### config.mk
export PLATFORM = sky130hd
export DESIGN_NAME = photocurrent_auto_gain_ranging
export DESIGN_NICKNAME = d
export VERILOG_FILES = /design/src/sv/pagr_pkg.sv /design/src/sv/pagr_div.sv /design/src/sv/photocurrent_auto_gain_ranging.sv
export SDC_FILE = /design/constraint.sdc
export NUM_CORES = 1
export LEC_CHECK = 0
export BUFFER_PORTS_ARGS = -buffer_cell sky130_fd_sc_hd__buf_4
export CAP_MARGIN = 20
export CORE_ASPECT_RATIO = 1.75
export CORE_MARGIN = 2
export CORE_UTILIZATION = 55
export DETAILED_ROUTE_END_ITERATION = 7
export PLACE_DENSITY = 0.78
export SYNTH_ARGS = -nofsm -noshare
export SYNTH_HDL_FRONTEND = slang
export SYNTH_HIERARCHICAL = 1
export SYNTH_SLANG_ARGS = --single-unit
export TNS_END_PERCENT = 30
### constraint.sdc
create_clock -name clk -period 8.85 [get_ports clk]
set_input_delay 0.885 -clock clk [delete_from_list [all_inputs] [get_ports clk]]
set_output_delay 0.885 -clock clk [all_outputs]
set_load 0.01 [all_outputs]
### src/sv/pagr_pkg.sv
// ----------------------------------------------------------------------------
// pagr_pkg
// Shared types and constants for the photocurrent auto gain ranging block.
// ----------------------------------------------------------------------------
package pagr_pkg;

  // Configuration register indexes
  localparam logic [2:0] REG_VREF   = 3'd0;
  localparam logic [2:0] REG_UPPER  = 3'd1;
  localparam logic [2:0] REG_LOWER  = 3'd2;
  localparam logic [2:0] REG_GOAL   = 3'd3;
  localparam logic [2:0] REG_FLOOR  = 3'd4;

  // Reset values of the configuration registers and the gain step
  localparam logic [11:0] VREF_RST  = 12'd3300;
  localparam logic [11:0] UPPER_RST = 12'd200;
  localparam logic [11:0] LOWER_RST = 12'd50;
  localparam logic [11:0] GOAL_RST  = 12'd100;
  localparam logic [15:0] FLOOR_RST = 16'd10;
  localparam logic [7:0]  GAIN_RST  = 8'd128;

  // Divider datapath widths
  localparam int DIV_W     = 20;
  localparam int DIV_CNT_W = 5;

  // Full-scale converter divisor (65535)
  localparam logic [16:0] CONV_FS = 17'h0FFFF;

  // Current test: V*1e6 >= floor*(256-g)*3920*256, both sides divided by 320
  localparam logic [11:0] LHS_K = 12'd3125;
  localparam logic [11:0] RHS_K = 12'd3136;

  // Request to the shared divider
  typedef struct packed {
    logic                 start;
    logic [DIV_CNT_W-1:0] steps;
  } div_req_t;

  // Status back from the shared divider
  typedef struct packed {
    logic busy;
    logic done;
  } div_stat_t;

endpackage

### src/sv/pagr_div.sv
// ----------------------------------------------------------------------------
// pagr_div
// Shift-subtract divider, one quotient bit per cycle. The caller supplies the
// initial partial remainder (below the divisor) and the remaining dividend
// bits left-aligned, plus the number of quotient bits wanted.
// ----------------------------------------------------------------------------
module pagr_div
  import pagr_pkg::*;
(
  input  logic             clk,
  input  logic             rst,
  input  div_req_t         req,
  input  logic [DIV_W-1:0] hi,
  input  logic [DIV_W-1:0] lo,
  input  logic [DIV_W-1:0] divisor,
  output div_stat_t        stat,
  output logic [DIV_W-1:0] quo
);

  logic [DIV_W-1:0]     rem;
  logic [DIV_W-1:0]     lo_sh;
  logic [DIV_W-1:0]     dv;
  logic [DIV_CNT_W-1:0] cnt;
  logic                 busy;
  logic                 done;

  logic [DIV_W:0]       shifted;
  logic                 ge;
  logic [DIV_W:0]       diff;

  // One restoring step
  always_comb begin
    shifted = {rem, lo_sh[DIV_W-1]};
    ge      = shifted >= {1'b0, dv};
    diff    = shifted - {1'b0, dv};
  end

  // Iterate under the step counter
  always_ff @(posedge clk) begin
    if (rst) begin
      busy <= 1'b0;
      done <= 1'b0;
      cnt  <= '0;
    end else begin
      done <= 1'b0;
      if (req.start) begin
        rem   <= hi;
        lo_sh <= lo;
        dv    <= divisor;
        cnt   <= req.steps;
        quo   <= '0;
        busy  <= 1'b1;
      end else if (busy) begin
        rem   <= ge ? diff[DIV_W-1:0] : shifted[DIV_W-1:0];
        lo_sh <= {lo_sh[DIV_W-2:0], 1'b0};
        quo   <= {quo[DIV_W-2:0], ge};
        cnt   <= cnt - 1'b1;
        if (cnt == DIV_CNT_W'(1)) begin
          busy <= 1'b0;
          done <= 1'b1;
        end
      end
    end
  end

  assign stat.busy = busy;
  assign stat.done = done;

endmodule

### src/sv/photocurrent_auto_gain_ranging.sv
// ----------------------------------------------------------------------------
// photocurrent_auto_gain_ranging
// Converts a converter sample to amplifier voltage and retunes the gain step.
// ----------------------------------------------------------------------------
// One sample is taken at a time and the input is not ready until its result
// is in the output register; it is ready again the cycle after. A sample runs
// the voltage multiply and two fold steps (skipped for a zero voltage), the
// range-test multiplies and the test; a new step for a nonzero voltage adds
// a multiply, a saturation check and, unless it saturates, the divider. The
// multiplies share one multiplier, the divide by the converter full scale is
// folded into two add steps, and the new step takes 8 shift-subtract divider steps.
// A result waiting on the output does not block the next sample from being
// taken, but that sample holds in its last step until the output is free.
// ----------------------------------------------------------------------------
module photocurrent_auto_gain_ranging
  import pagr_pkg::*;
(
  input  logic        clk,
  input  logic        rst,
  // slave side, tdata: [15:0] sample
  input  logic        s_tvalid,
  output logic        s_tready,
  input  logic [15:0] s_tdata,
  // master side, tdata: [7:0] gain_step, [27:8] voltage_q8, [31:28] zero
  output logic        m_tvalid,
  input  logic        m_tready,
  output logic [31:0] m_tdata,
  // master side, tuser: [0] gain_changed
  output logic        m_tuser,
  // configuration write port
  input  logic        cfg_we,
  input  logic [2:0]  cfg_addr,
  input  logic [15:0] cfg_wdata
);

  typedef enum logic [3:0] {
    S_IDLE, S_MUL_V, S_FOLD_V, S_FIX_V, S_MUL_L, S_MUL_R1, S_MUL_R2,
    S_TEST, S_MUL_N, S_SAT, S_DIV_N, S_WAIT_N, S_DONE
  } state_t;

  state_t state;

  // Configuration
  logic [11:0] vref_mv;
  logic [11:0] v_upper_mv;
  logic [11:0] v_lower_mv;
  logic [11:0] v_goal_mv;
  logic [15:0] current_floor_na;

  // Working registers
  logic [7:0]  gain;
  logic [15:0] biased;
  logic [19:0] vq8;
  logic [36:0] prod;
  logic [31:0] lhs;
  logic [29:0] dvd;
  logic [20:0] fold;
  logic        adj;

  // Shared multiplier
  logic [24:0] mul_a;
  logic [11:0] mul_b;
  logic [36:0] mul_p;

  // Divider hookup
  div_req_t         div_req;
  div_stat_t        div_stat;
  logic [DIV_W-1:0] div_hi;
  logic [DIV_W-1:0] div_lo;
  logic [DIV_W-1:0] div_dv;
  logic [DIV_W-1:0] div_quo;

  // Step arithmetic
  logic [8:0]  inv_g;
  logic [28:0] num;
  logic [27:0] v254;
  logic [16:0] wrap_sum;
  logic        wrap;
  logic        over;
  logic        under;
  logic        bright;
  logic        out_free;

  assign inv_g    = 9'd256 - {1'b0, gain};
  assign num      = {prod[20:0], 8'h00};
  assign v254     = {vq8, 8'h00} - {7'b0, vq8, 1'b0};
  assign over     = vq8 > {v_upper_mv, 8'h00};
  assign under    = vq8 <= {v_lower_mv, 8'h00};
  assign bright   = {5'b0, lhs} >= prod;
  assign out_free = !m_tvalid || m_tready;
  assign s_tready = (state == S_IDLE);

  // Divide by 2^16-1: fold the high half onto the low half twice, then
  // add one more when the last fold reaches the full scale
  assign wrap_sum = {1'b0, fold[15:0]} + {12'b0, fold[20:16]};
  assign wrap     = wrap_sum >= CONV_FS;

  // Select multiplier operands per step
  always_comb begin
    mul_a = '0;
    mul_b = '0;
    case (state)
      S_MUL_V: begin
        mul_a = {9'b0, biased - 16'd1};
        mul_b = vref_mv;
      end
      S_MUL_L: begin
        mul_a = {5'b0, vq8};
        mul_b = LHS_K;
      end
      S_MUL_R1: begin
        mul_a = {9'b0, current_floor_na};
        mul_b = {3'b0, inv_g};
      end
      S_MUL_R2: begin
        mul_a = prod[24:0];
        mul_b = RHS_K;
      end
      S_MUL_N: begin
        mul_a = {13'b0, v_goal_mv};
        mul_b = {3'b0, inv_g};
      end
      default: begin
        mul_a = '0;
        mul_b = '0;
      end
    endcase
  end

  assign mul_p = {12'b0, mul_a} * {25'b0, mul_b};

  // Load the divider for the step division
  always_comb begin
    div_req.start = (state == S_DIV_N);
    div_req.steps = DIV_CNT_W'(8);
  end

  assign div_hi = dvd[27:8];
  assign div_lo = {dvd[7:0], 12'h000};
  assign div_dv = vq8;

  pagr_div u_div (
    .clk     (clk),
    .rst     (rst),
    .req     (div_req),
    .hi      (div_hi),
    .lo      (div_lo),
    .divisor (div_dv),
    .stat    (div_stat),
    .quo     (div_quo)
  );

  // Take configuration writes
  always_ff @(posedge clk) begin
    if (rst) begin
      vref_mv          <= VREF_RST;
      v_upper_mv       <= UPPER_RST;
      v_lower_mv       <= LOWER_RST;
      v_goal_mv        <= GOAL_RST;
      current_floor_na <= FLOOR_RST;
    end else if (cfg_we) begin
      case (cfg_addr)
        REG_VREF:  vref_mv          <= cfg_wdata[11:0];
        REG_UPPER: v_upper_mv       <= cfg_wdata[11:0];
        REG_LOWER: v_lower_mv       <= cfg_wdata[11:0];
        REG_GOAL:  v_goal_mv        <= cfg_wdata[11:0];
        REG_FLOOR: current_floor_na <= cfg_wdata;
        default: ;
      endcase
    end
  end

  // Sequence one sample through the shared units
  always_ff @(posedge clk) begin
    if (rst) begin
      state    <= S_IDLE;
      gain     <= GAIN_RST;
      adj      <= 1'b0;
      m_tvalid <= 1'b0;
    end else begin
      // Raise valid on a finished sample, drop it once taken
      if (state == S_DONE && out_free) begin
        m_tvalid <= 1'b1;
      end else if (m_tvalid && m_tready) begin
        m_tvalid <= 1'b0;
      end
      unique case (state)
        S_IDLE: begin
          if (s_tvalid) begin
            biased <= s_tdata ^ 16'h8000;
            adj    <= 1'b0;
            state  <= S_MUL_V;
          end
        end
        S_MUL_V: begin
          if (biased == 16'd0) begin
            vq8   <= '0;
            state <= S_MUL_L;
          end else begin
            prod  <= mul_p;
            state <= S_FOLD_V;
          end
        end
        S_FOLD_V: begin
          fold  <= {1'b0, prod[27:8]} + {5'b0, prod[7:0], 8'h00};
          state <= S_FIX_V;
        end
        S_FIX_V: begin
          vq8   <= prod[27:8] + {15'b0, fold[20:16]} + {19'b0, wrap};
          state <= S_MUL_L;
        end
        S_MUL_L: begin
          lhs   <= mul_p[31:0];
          state <= S_MUL_R1;
        end
        S_MUL_R1: begin
          prod  <= mul_p;
          state <= S_MUL_R2;
        end
        S_MUL_R2: begin
          prod  <= mul_p;
          state <= S_TEST;
        end
        S_TEST: begin
          if (over || (under && bright)) begin
            adj <= 1'b1;
            if (vq8 == 20'd0) begin
              gain  <= 8'd1;
              state <= S_DONE;
            end else begin
              state <= S_MUL_N;
            end
          end else begin
            state <= S_DONE;
          end
        end
        S_MUL_N: begin
          prod  <= mul_p;
          state <= S_SAT;
        end
        S_SAT: begin
          // Ratio of 255 or more pins the step low; a zero ratio pins it high
          if (num > {1'b0, v254}) begin
            gain  <= 8'd1;
            state <= S_DONE;
          end else if (num == 29'd0) begin
            gain  <= 8'd255;
            state <= S_DONE;
          end else begin
            dvd   <= {1'b0, num} + {10'b0, vq8} - 30'd1;
            state <= S_DIV_N;
          end
        end
        S_DIV_N: state <= S_WAIT_N;
        S_WAIT_N: begin
          if (div_stat.done) begin
            gain  <= 8'(9'd256 - {1'b0, div_quo[7:0]});
            state <= S_DONE;
          end
        end
        S_DONE: begin
          if (out_free) begin
            m_tdata  <= {4'b0, vq8, gain};
            m_tuser  <= adj;
            state    <= S_IDLE;
          end
        end
        default: state <= S_IDLE;
      endcase
    end
  end

`ifndef NO_ASSERTIONS
  // Divider finishes only while the sequencer waits for it
  a_div_done: assert property (@(posedge clk) disable iff (rst)
    div_stat.done |-> (state == S_WAIT_N))
    else $error("divider finished outside a wait step");

  // Adjustment never drives the gain step to zero
  a_gain_nonzero: assert property (@(posedge clk) disable iff (rst)
    $past(!rst) |-> gain != 8'd0)
    else $error("gain step reached zero");

  // One sample at a time: no request taken right after an accept
  a_one_at_a_time: assert property (@(posedge clk) disable iff (rst)
    (s_tvalid && s_tready) |=> !s_tready)
    else $error("input ready right after accepting a sample");

  // Divider is never restarted while busy
  a_div_restart: assert property (@(posedge clk) disable iff (rst)
    div_stat.busy |-> !div_req.start)
    else $error("divider restarted while busy");
`endif

endmodule

Word level (Yosys, flattened, before mapping)
Cells that the tools add are included.
Widths: inputs -> output; s select.
- $add $sub $neg: 12
- multiply operators: 1
- magnitude comparators: 6
- equality and inequality tests: 25
- muxes and demuxes: 38
- bitwise gates (word level): 5
- reduce and logical (&&, ||, !) cells: 38
- operators with widths (kind ; number):
    $pmux 25 s5 ; 1
    $mux 20 ; 6
    $pmux 37 s2 ; 1
    $pmux 4 s13 ; 1
    $mux 8 ; 6
    $pmux 12 s4 ; 1
    $pmux 20 s2 ; 1
    $ge 32x37->1 ; 1
    $mul 25x12->37 ; 1
    $mux 37 ; 1
    $gt 29x28->1 ; 1
    $logic_not 29->1 ; 1
    $add 28x20->28 ; 1
    $sub 28x1->28 const B ; 1
    $sub 28x21->28 ; 1
    $mux 4 ; 6
    $pmux 8 s3 ; 1
    $add 20x16->21 ; 1
    $ge 21x20->1 ; 1
    $add 20x1->20 ; 1
    $add 20x5->20 ; 1
    $eq 4x4->1 const B ; 5
    $gt 20x20->1 ; 1
    $le 20x20->1 ; 1
    36 further kinds ; 82
- flip-flop bits (word level): 335
- bits of input ports: 40
- output and inout port bits: 35
- word-level logic and storage cells: 151

Depth between registers and ports, before layout
Gate-level depths: netlist of the first run.
- depth after elaboration: 6
- depth in mapped cells: 30

Cells and area by module
Netlist of the first run, hierarchy kept.
- by module, submodules not included (module ; instances ; cells an instance ; area an instance (um2) ; sequential area each (um2)):
    photocurrent_auto_gain_ranging ; 1 ; 2486 ; 23851.6 ; 7056.8
    pagr_div ; 1 ; 410 ; 4810.9 ; 2542.4

Least setup slack after synthesis of the first run
No wires, ideal clock.
- kind: register to register
- start point: reg biased[2]
- end point: reg prod[34] (data pin)
- setup time: 0.259 ns
- arrival: 7.029 ns
- required time: 8.591 ns
- slack: 1.562 ns
- stages on the path, launching flop included: 29
- cells stage by stage: edfxtp_1 -> or4_1 -> nor3_1 -> nand2_1 -> nor2_1 -> xnor2_1 -> o21ai_0 -> clkbuf_1 -> nand2_1 -> fa_1 -> inv_1 -> fa_1 -> fa_1 -> fa_1 -> inv_1 -> fa_1 -> inv_1 -> ha_1 -> clkbuf_1 -> a21o_1 -> a21o_1 -> a211oi_1 -> o21bai_1 -> nor4_1 -> a21oi_1 -> a2111oi_2 -> o21bai_1 -> a21oi_1 -> xnor2_1
- word-level cells in the longest chain between the ends: 5
- ends and longest elaborated chain (what ; RTL line ; text):
    from (decl) ; photocurrent_auto_gain_ranging.sv:52 ; logic [15:0] biased;
    from (signal assigned) ; photocurrent_auto_gain_ranging.sv:190 ; biased <= s_tdata ^ 16'h8000;
    $sub 16x1->16 (*) ; photocurrent_auto_gain_ranging.sv:104 ; mul_a = {9'b0, biased - 16'd1};
    $pmux 25 s5 (*) ; photocurrent_auto_gain_ranging.sv:102 ; case (state)
    $mul 25x12->37 (*) ; photocurrent_auto_gain_ranging.sv:130 ; assign mul_p = {12'b0, mul_a} * {25'b0, mul_b};
    named net mul_p[34] ; photocurrent_auto_gain_ranging.sv:63 ; logic [36:0] mul_p;
    $mux 37 ; photocurrent_auto_gain_ranging.sv:196 ; if (biased == 16'd0) begin
    $pmux 37 s2 (*) ; photocurrent_auto_gain_ranging.sv:187 ; unique case (state)
    to (signal assigned) ; photocurrent_auto_gain_ranging.sv:200 ; prod <= mul_p;
    to (signal assigned) ; photocurrent_auto_gain_ranging.sv:217 ; prod <= mul_p;
    to (signal assigned) ; photocurrent_auto_gain_ranging.sv:221 ; prod <= mul_p;
    to (decl) ; photocurrent_auto_gain_ranging.sv:54 ; logic [36:0] prod;
The timed path passes the listed nets; every way through them passes the cells marked *. The select of a mux whose other input is x is not followed.
A chain may end at the register's enable or synchronous reset.

Worst setup path in the final report of the first run
- start point: reg state[3]
- end point: reg prod[35] (data pin)
- word-level cells in the longest chain between the ends: 6
- elaborated cells on any way between the ends: 12
- those cells by class: 1 x mul; 5 x eq/ne; 4 x mux; 2 x reduce/logical
- ends and longest elaborated chain (what ; RTL line ; text):
    from (decl) ; photocurrent_auto_gain_ranging.sv:41 ; state_t state;
    from (signal assigned) ; photocurrent_auto_gain_ranging.sv:176 ; state <= S_IDLE;
    from (signal assigned) ; photocurrent_auto_gain_ranging.sv:192 ; state <= S_MUL_V;
    from (signal assigned) ; photocurrent_auto_gain_ranging.sv:198 ; state <= S_MUL_L;
    $eq 4x4->1 or $eq 4x3->1 (tied branches) ; photocurrent_auto_gain_ranging.sv:102 ;
    $reduce_or 2->1 (no line) ; -- ;
    $pmux 12 s4 ; photocurrent_auto_gain_ranging.sv:102 ;
    $mul 25x12->37 (*) ; photocurrent_auto_gain_ranging.sv:130 ;
    named net mul_p[35] ; photocurrent_auto_gain_ranging.sv:63 ;
    $mux 37 ; photocurrent_auto_gain_ranging.sv:196 ;
    $pmux 37 s2 (*) ; photocurrent_auto_gain_ranging.sv:187 ;
Marks and branches as above.

==> results of run 1 <==
sequential cells by signal, indices dropped and copies added, names as in the netlist, 16 cells and up:
signal            count
biased               16
current_floor_na     16
div_dv               20
dvd                  28
fold                 21
lhs                  32
m_tdata              28
prod                 37
u_div/dv             20
u_div/lo_sh          20
u_div/rem            20
placed cells by master (no fill, tap or decap), drive strengths merged, types with 14 or more instances in the layout:
cell type and instances:
and2 28, clkinv 14, nand4 26, xnor2 98, mux2 33, nor3 44, nor2 135, clkbuf 38
nand3b 17, nand2b 20, conb 86, buf 130, xor2 48, nor2b 74, ha 263, o21ai 89
nand3 35, dfxtp 85, edfxtp 251, a22oi 20, nor4 16, o21bai 24, a21oi 181, a31oi 18
a21o 55, a211oi 23, and3 17, fa 236, nand2 351, inv 440
power groups by stage:
stage,Sequential [mW],Combinational [mW],Clock [mW]
6_report,1.97,1.97,1.54
5_1_grt,1.97,2.21,1.61
4_1_cts,1.96,1.94,1.56
3_5_place_dp,2.00,1.93,0
3_3_place_gp,1.99,1.86,0
2_1_floorplan,1.96,1.44,0
per-layer routing:
metal | wire length [microns] | vias up
met5 | 0 | -
met4 | 7239 | 0
met3 | 4782 | 351
met2 | 42670 | 891
met1 | 26440 | 10514
li1 | - | 9869
worst max-delay path, delay by kind of cell (launching register included):
| kind | cells | cell delay, ps |
|---|---|---|
| and+or+nand+nor | 5 | 920 |
| DFF | 1 | 600 |
| AOI/OAI and AO/OA | 10 | 2980 |
| xor gates and xnor gates | 1 | 90 |
| adders and majority gates | 6 | 2980 |
| buffers and inverters | 4 | 610 |
timing repair:
action | in CTS | in global routing
resized for setup | 0 | 0
setup endpoints to repair | 0 | 2
setup buffers | 0 | 4
cell type report:
class                   count  area (sq um)  area share
clock inverters            23         272.8    0.008759
well taps                 666         833.3     0.02676
inverters                 437          1640     0.05267
repair buffers            130         975.9     0.03134
clock buffers              38         908.4     0.02917
flip-flops and latches    336          9239      0.2967
multi-input cells        2084         17270      0.5546
worst min-delay path by stage:
stage	cells after the start	start	end
final	0	adj	m_tuser
after global routing	0	adj	m_tuser
after CTS	0	adj	m_tuser
after detailed placement	0	adj	m_tuser
after global placement	0	adj	m_tuser
after floorplan	0	adj	m_tuser
==> out/results.md, run 1 <==
Place
• Final HPWL DP: 65.16 mm
• worst slack after detailed placement: 387.7 ps
• weighted congestion reported at the end of routability-driven placement: 1.019
• Area after DPL: 0.02993 sq mm
• IO buf count: 70
• number of placed instances with taps included: 3649

Pwr
• cell internal power dissipation: 3.557 mW
• total power density per cell area: 176.2 mW/mm^2
• clock network fraction of total power: 0.281
• Switching Share: 0.3518
• part of the power in registers: 0.359
• worst voltage drop across the vdd grid: 0.1991 mV
• post-layout total power: 5.488 mW
• leakage component of the power: 13.58 nW
• net switching power of the design: 1.931 mW
• part of the total power dissipated in combinational logic: 0.360

Timing
• headroom to the max-slew limit: 0.3307
• Period minus WS final: 8477 ps
• transition time at the pin with the least slew margin: 999.6 ps
• clk_skew: 21.46 ps
• max frequency: 118.0 MHz
• hold violation total from the final report: 0
• unrepaired setup endpoints after global routing: yes
• final-layout setup total negative slack: 0 ps
• Max Slew Vio Count: 0
• worst-case setup margin in the final layout: 373.5 ps
• final number of setup-violating endpoints: 0
• Tcrit/Tclk final: 0.9578
• worst hold-check slack: 451.1 ps

Worst setup path
• library cell appearing most often on the critical path: sky130_fd_sc_hd__fa_1
• signal arrival time at the worst endpoint: 8760 ps
• sort of element at the end of the critical path: flop
• Worst setup startpoint: state[3]
• r2r startpoint: state[3]
• Slowest Stage Delay on Critical Path: 600 ps
• flop2flop setup slack: 370 ps
• endpoint of the worst setup timing path: prod[35]
• cell with the largest stage delay on the worst path: sky130_fd_sc_hd__dfxtp_1
• r2r worst-path depth: 26
• Worst Setup Start Kind: flop
• worst endpoint required time: 9130 ps
• peak fanout along the critical path: 19
• Critical Setup Path Class: reg -> reg
• Reg2Reg Capture Point: prod[35]

Floorplan
• row count: 109
• overall die area: 0.05321 sq mm
• I/O pin total: 75
• die width: 175.2 microns
• Die Y: 303.7 microns
• initial core utilization: 0.5577
• Placeable Area: 0.05060 sq mm

Logic synthesis
• Ys Warns: 6
• mean post-synth cell area: 9.829 sq um
• count of mapped cells out of synthesis: 2871
• netlist area before placement: 0.02822 sq mm

Layout
• area added between synthesis and finish: 10.35%
• finished layout cell area: 0.03114 sq mm
• ratio of cells with drive above 1 in the final layout: 0.08301
• post-route insts no fill: 3714
• number of inserted diodes: 0
• final core utilization: 0.6155
• layout net count: 3562
• filler instances: 4195

Global routing
• global-route wire length before repair: 125.9 mm
• vias in the first global route: 22863
• grt total ovfl: 0
• global-route met3 utilization: 0.04576
• initial antenna violation count: 0
• maximum number of pins on one net before global-route repair: 71
• global-route total usage across every layer: 0.3089
• met2 Track Usage GR: 0.5693
• layer with the highest usage: met2
• met1 capacity usage during global routing: 0.3090

Clock tree
• Clock Pin Slew Worst Setup and Hold Paths: 60 ps
• H-Tree Level Count: 2
• clock latency on the worst-skew pair: 540 ps
• Clock Tree Buf Depth: 3
• clock tree root driver cell: sky130_fd_sc_hd__clkbuf_16
• post-cts hold buffer count: 0
• clock tree from TritonCTS: yes
• total clock buffers created by CTS: 34
• clk sink count: 336

Detailed routing
• first-pass iteration count of the detailed router: 6
• wire per inst: 21.85 microns
• Routed WL: 81.14 mm
• total number of vias: 21625
• remaining design rule violation count: 0
• Vias/cell: 5.823
• first-iteration detailed-routing DRC count: 1922
• number of antenna-violating nets in the routed design: 0

Flow run
• # Max-Cap Violations: 0

Hold path
• worst hold-check path type: reg -> reg

Status
• result of the run: completed

No activity file was read; power rests on OpenSTA's default activity.
==> inputs of run 2 (changes only) <==
--- a/config.mk
+++ b/config.mk
@@ -11,7 +11,7 @@
 export CORE_MARGIN = 2
 export CORE_UTILIZATION = 55
 export DETAILED_ROUTE_END_ITERATION = 7
-export PLACE_DENSITY = 0.78
+export PLACE_DENSITY_LB_ADDON = 0.15
 export SYNTH_ARGS = -nofsm -noshare
 export SYNTH_HDL_FRONTEND = slang
 export SYNTH_HIERARCHICAL = 1
==> run 2 against run 1 <==
Net effect: the flow now finishes with violations (DRC); final cell count rose by 0.43%; combinational power hardly changed; routed wire length is 2.3% higher; first-iteration DRC count is 24% lower; sequential power barely moved; power down 0.47%; clock power hardly changed; sequential share of layout area fell by 0.11 points.
==> out/results.md, run 2 (synthesis gave the netlist of run 1 again) <==
Status
• result of the run: finished with violations
• failing checks: DRC

Timing
• Period minus WS final: 8318 ps, -158.7 ps
• hold violation total from the final report: 0, unchanged
• Max Slew Vio Count: 0, unchanged
• final-layout setup total negative slack: 0 ps, unchanged
• clk_skew: 30.50 ps, +9.037 ps
• unrepaired setup endpoints after global routing: no
• worst hold-check slack: 430.0 ps, -21.10 ps
• transition time at the pin with the least slew margin: 1003 ps, +2.950 ps
• final number of setup-violating endpoints: 0, unchanged
• headroom to the max-slew limit: 0.3243, -0.006341
• Tcrit/Tclk final: 0.9399, -0.01793
• max frequency: 120.2 MHz, +1.9%

Place
• IO buf count: 70, unchanged
• weighted congestion reported at the end of routability-driven placement: 1.031, +1.1%
• Area after DPL: 0.03007 sq mm, +0.47%
• Final HPWL DP: 67.31 mm, +3.3%

Detailed routing
• total number of vias: 21471, -0.71%
• first-pass iteration count of the detailed router: 8, +2
• wire per inst: 22.26 microns, +1.9%
• Routed WL: 83.04 mm, +2.3%
• first-iteration detailed-routing DRC count: 1452, -24%
• remaining design rule violation count: 9, +9
• Vias/cell: 5.756, -1.1%
• number of antenna-violating nets in the routed design: 0, unchanged

Layout
• final core utilization: 0.6178, +0.002300
• finished layout cell area: 0.03126 sq mm, +0.37%
• max FFs per register: 37, unchanged
• area added between synthesis and finish: 10.77%
• commonest cells after routing, fill and taps aside: sky130_fd_sc_hd__inv_1, sky130_fd_sc_hd__nand2_1, sky130_fd_sc_hd__ha_1, sky130_fd_sc_hd__edfxtp_1, sky130_fd_sc_hd__fa_1
• number of inserted diodes: 0, unchanged
• largest registers: prod (37), lhs (32)
• layout net count: 3578, +0.45%
• ratio of cells with drive above 1 in the final layout: 0.08812, +0.005115
• commonest non-fill, non-tap cell in the layout: sky130_fd_sc_hd__inv_1
• register name with the most flops: prod

Worst setup path
• Critical Setup Path Class: reg -> reg
• Slowest Stage Delay on Critical Path: 610 ps, about the same
• Worst Setup Start Kind: flop
• signal arrival time at the worst endpoint: 8610 ps, -150 ps
• library cell appearing most often on the critical path: sky130_fd_sc_hd__fa_1
• peak fanout along the critical path: 13, -6
• worst endpoint required time: 9150 ps, +20 ps
• cell with the largest stage delay on the worst path: sky130_fd_sc_hd__dfxtp_1
• sort of element at the end of the critical path: flop

Clock tree
• clock latency on the worst-skew pair: 570 ps, +30 ps
• H-Tree Level Count: 2, unchanged
• post-CTS sizing: 0, unchanged
• total clock buffers created by CTS: 35, +2.9%
• clock tree root driver cell: sky130_fd_sc_hd__clkbuf_16
• clk sink count: 336, unchanged
• Clock Pin Slew Worst Setup and Hold Paths: 60 ps, about the same
• clock tree from TritonCTS: yes
• Clock Tree Buf Depth: 3, unchanged

Floorplan
• row count: 109, unchanged
• I/O pin total: 75, unchanged
• initial core utilization: 0.5577, unchanged
• Placeable Area: 0.05060 sq mm, unchanged
• Die Y: 303.7 microns, unchanged
• overall die area: 0.05321 sq mm, unchanged
• die width: 175.2 microns, unchanged

Hold path
• worst hold-check path type: reg -> reg

Global routing
• maximum number of pins on one net before global-route repair: 84, +18%
• global-route wire length before repair: 127.9 mm, +1.6%
• grt total ovfl: 0, unchanged
• vias in the first global route: 22926, +0.28%
• global-route total usage across every layer: 0.3181, +0.009249
• initial antenna violation count: 0, unchanged

Pwr
• worst voltage drop across the vdd grid: 0.1695 mV, -15%
• total power density per cell area: 174.8 mW/mm^2, -0.84%
• leakage component of the power: 13.65 nW, +0.51%

Flow run
• # Max-Cap Violations: 0, unchanged

run 2: cell count changes in the layout (fill, tap and decap cells not counted), moves of 3 or more:
cell,previous run,this run
sky130_fd_sc_hd__buf_4,130,143
sky130_fd_sc_hd__clkbuf_1,2,5
sky130_fd_sc_hd__clkinv_1,7,3
sky130_fd_sc_hd__clkinv_2,3,8
sky130_fd_sc_hd__clkinv_4,3,0
sky130_fd_sc_hd__inv_6,4,1
run 2: worst paths after layout:
kind                            startpoint        to  slack (ps)  depth (start not counted)
worst max-delay path              state[3]  prod[35]         530                         26
worst min-delay path                   adj   m_tuser         430                          0
worst max register to register    state[3]  prod[35]         530                         26
worst min register to register         adj   m_tuser         430                          0
run 2: final cells by class:
| class | instances | area (sq um) |
|---|---|---|
| inverters | 437 | 1640 |
| multi-input cells | 2084 | 17270 |
| repair buffers | 145 | 1101 |
| fillers | 4324 | 19340 |
| flip-flops and latches | 336 | 9239 |
| well taps | 666 | 833.3 |
| clock inverters | 21 | 250.2 |
| clock buffers | 41 | 919.6 |
run 2: power breakdown:
| group | switching (mW) | internal (mW) |
|---|---|---|
| logic | 1.19 | 0.779 |
| registers | 0.0803 | 1.89 |
| clock network | 0.650 | 0.873 |
run 2: worst max-delay path, delay by kind of cell, from the launching register on:
| kind | cells | cell delay, ps |
|---|---|---|
| AO/OA/AOI/OAI | 10 | 2800 |
| XOR/XNOR | 1 | 80 |
| buffers and inverters | 5 | 780 |
| adder cells (fa/ha/maj) | 6 | 2870 |
| AND/OR/NAND/NOR | 4 | 910 |
| flip-flops | 1 | 610 |
run 2: metrics by stage:
stage	power (mW)	std cells	worst slack (ps)
final	5.462	3730	532.2
after global routing	5.778	3730	215.3
after CTS	5.468	3727	477.0
after detailed placement	3.945	3665	495.9
after global placement	3.882	3665	736.1
after floorplan	3.392	2955	1562
run 2: repair_timing:
| action | 4_1_cts | 5_1_grt |
|---|---|---|
| buffers inserted | 0 | 2 |
| setup endpoints to repair | 0 | 2 |
| hold buffers | 0 | 0 |
run 2: metal layers:
layer	GRT usage	vias to the layer above	routed length, microns
li1	-	9908	-
met1	0.3168	10527	27240
met2	0.5933	725	44290
met3	0.03901	311	3854
met4	0.2380	0	7652
met5	0	-	0
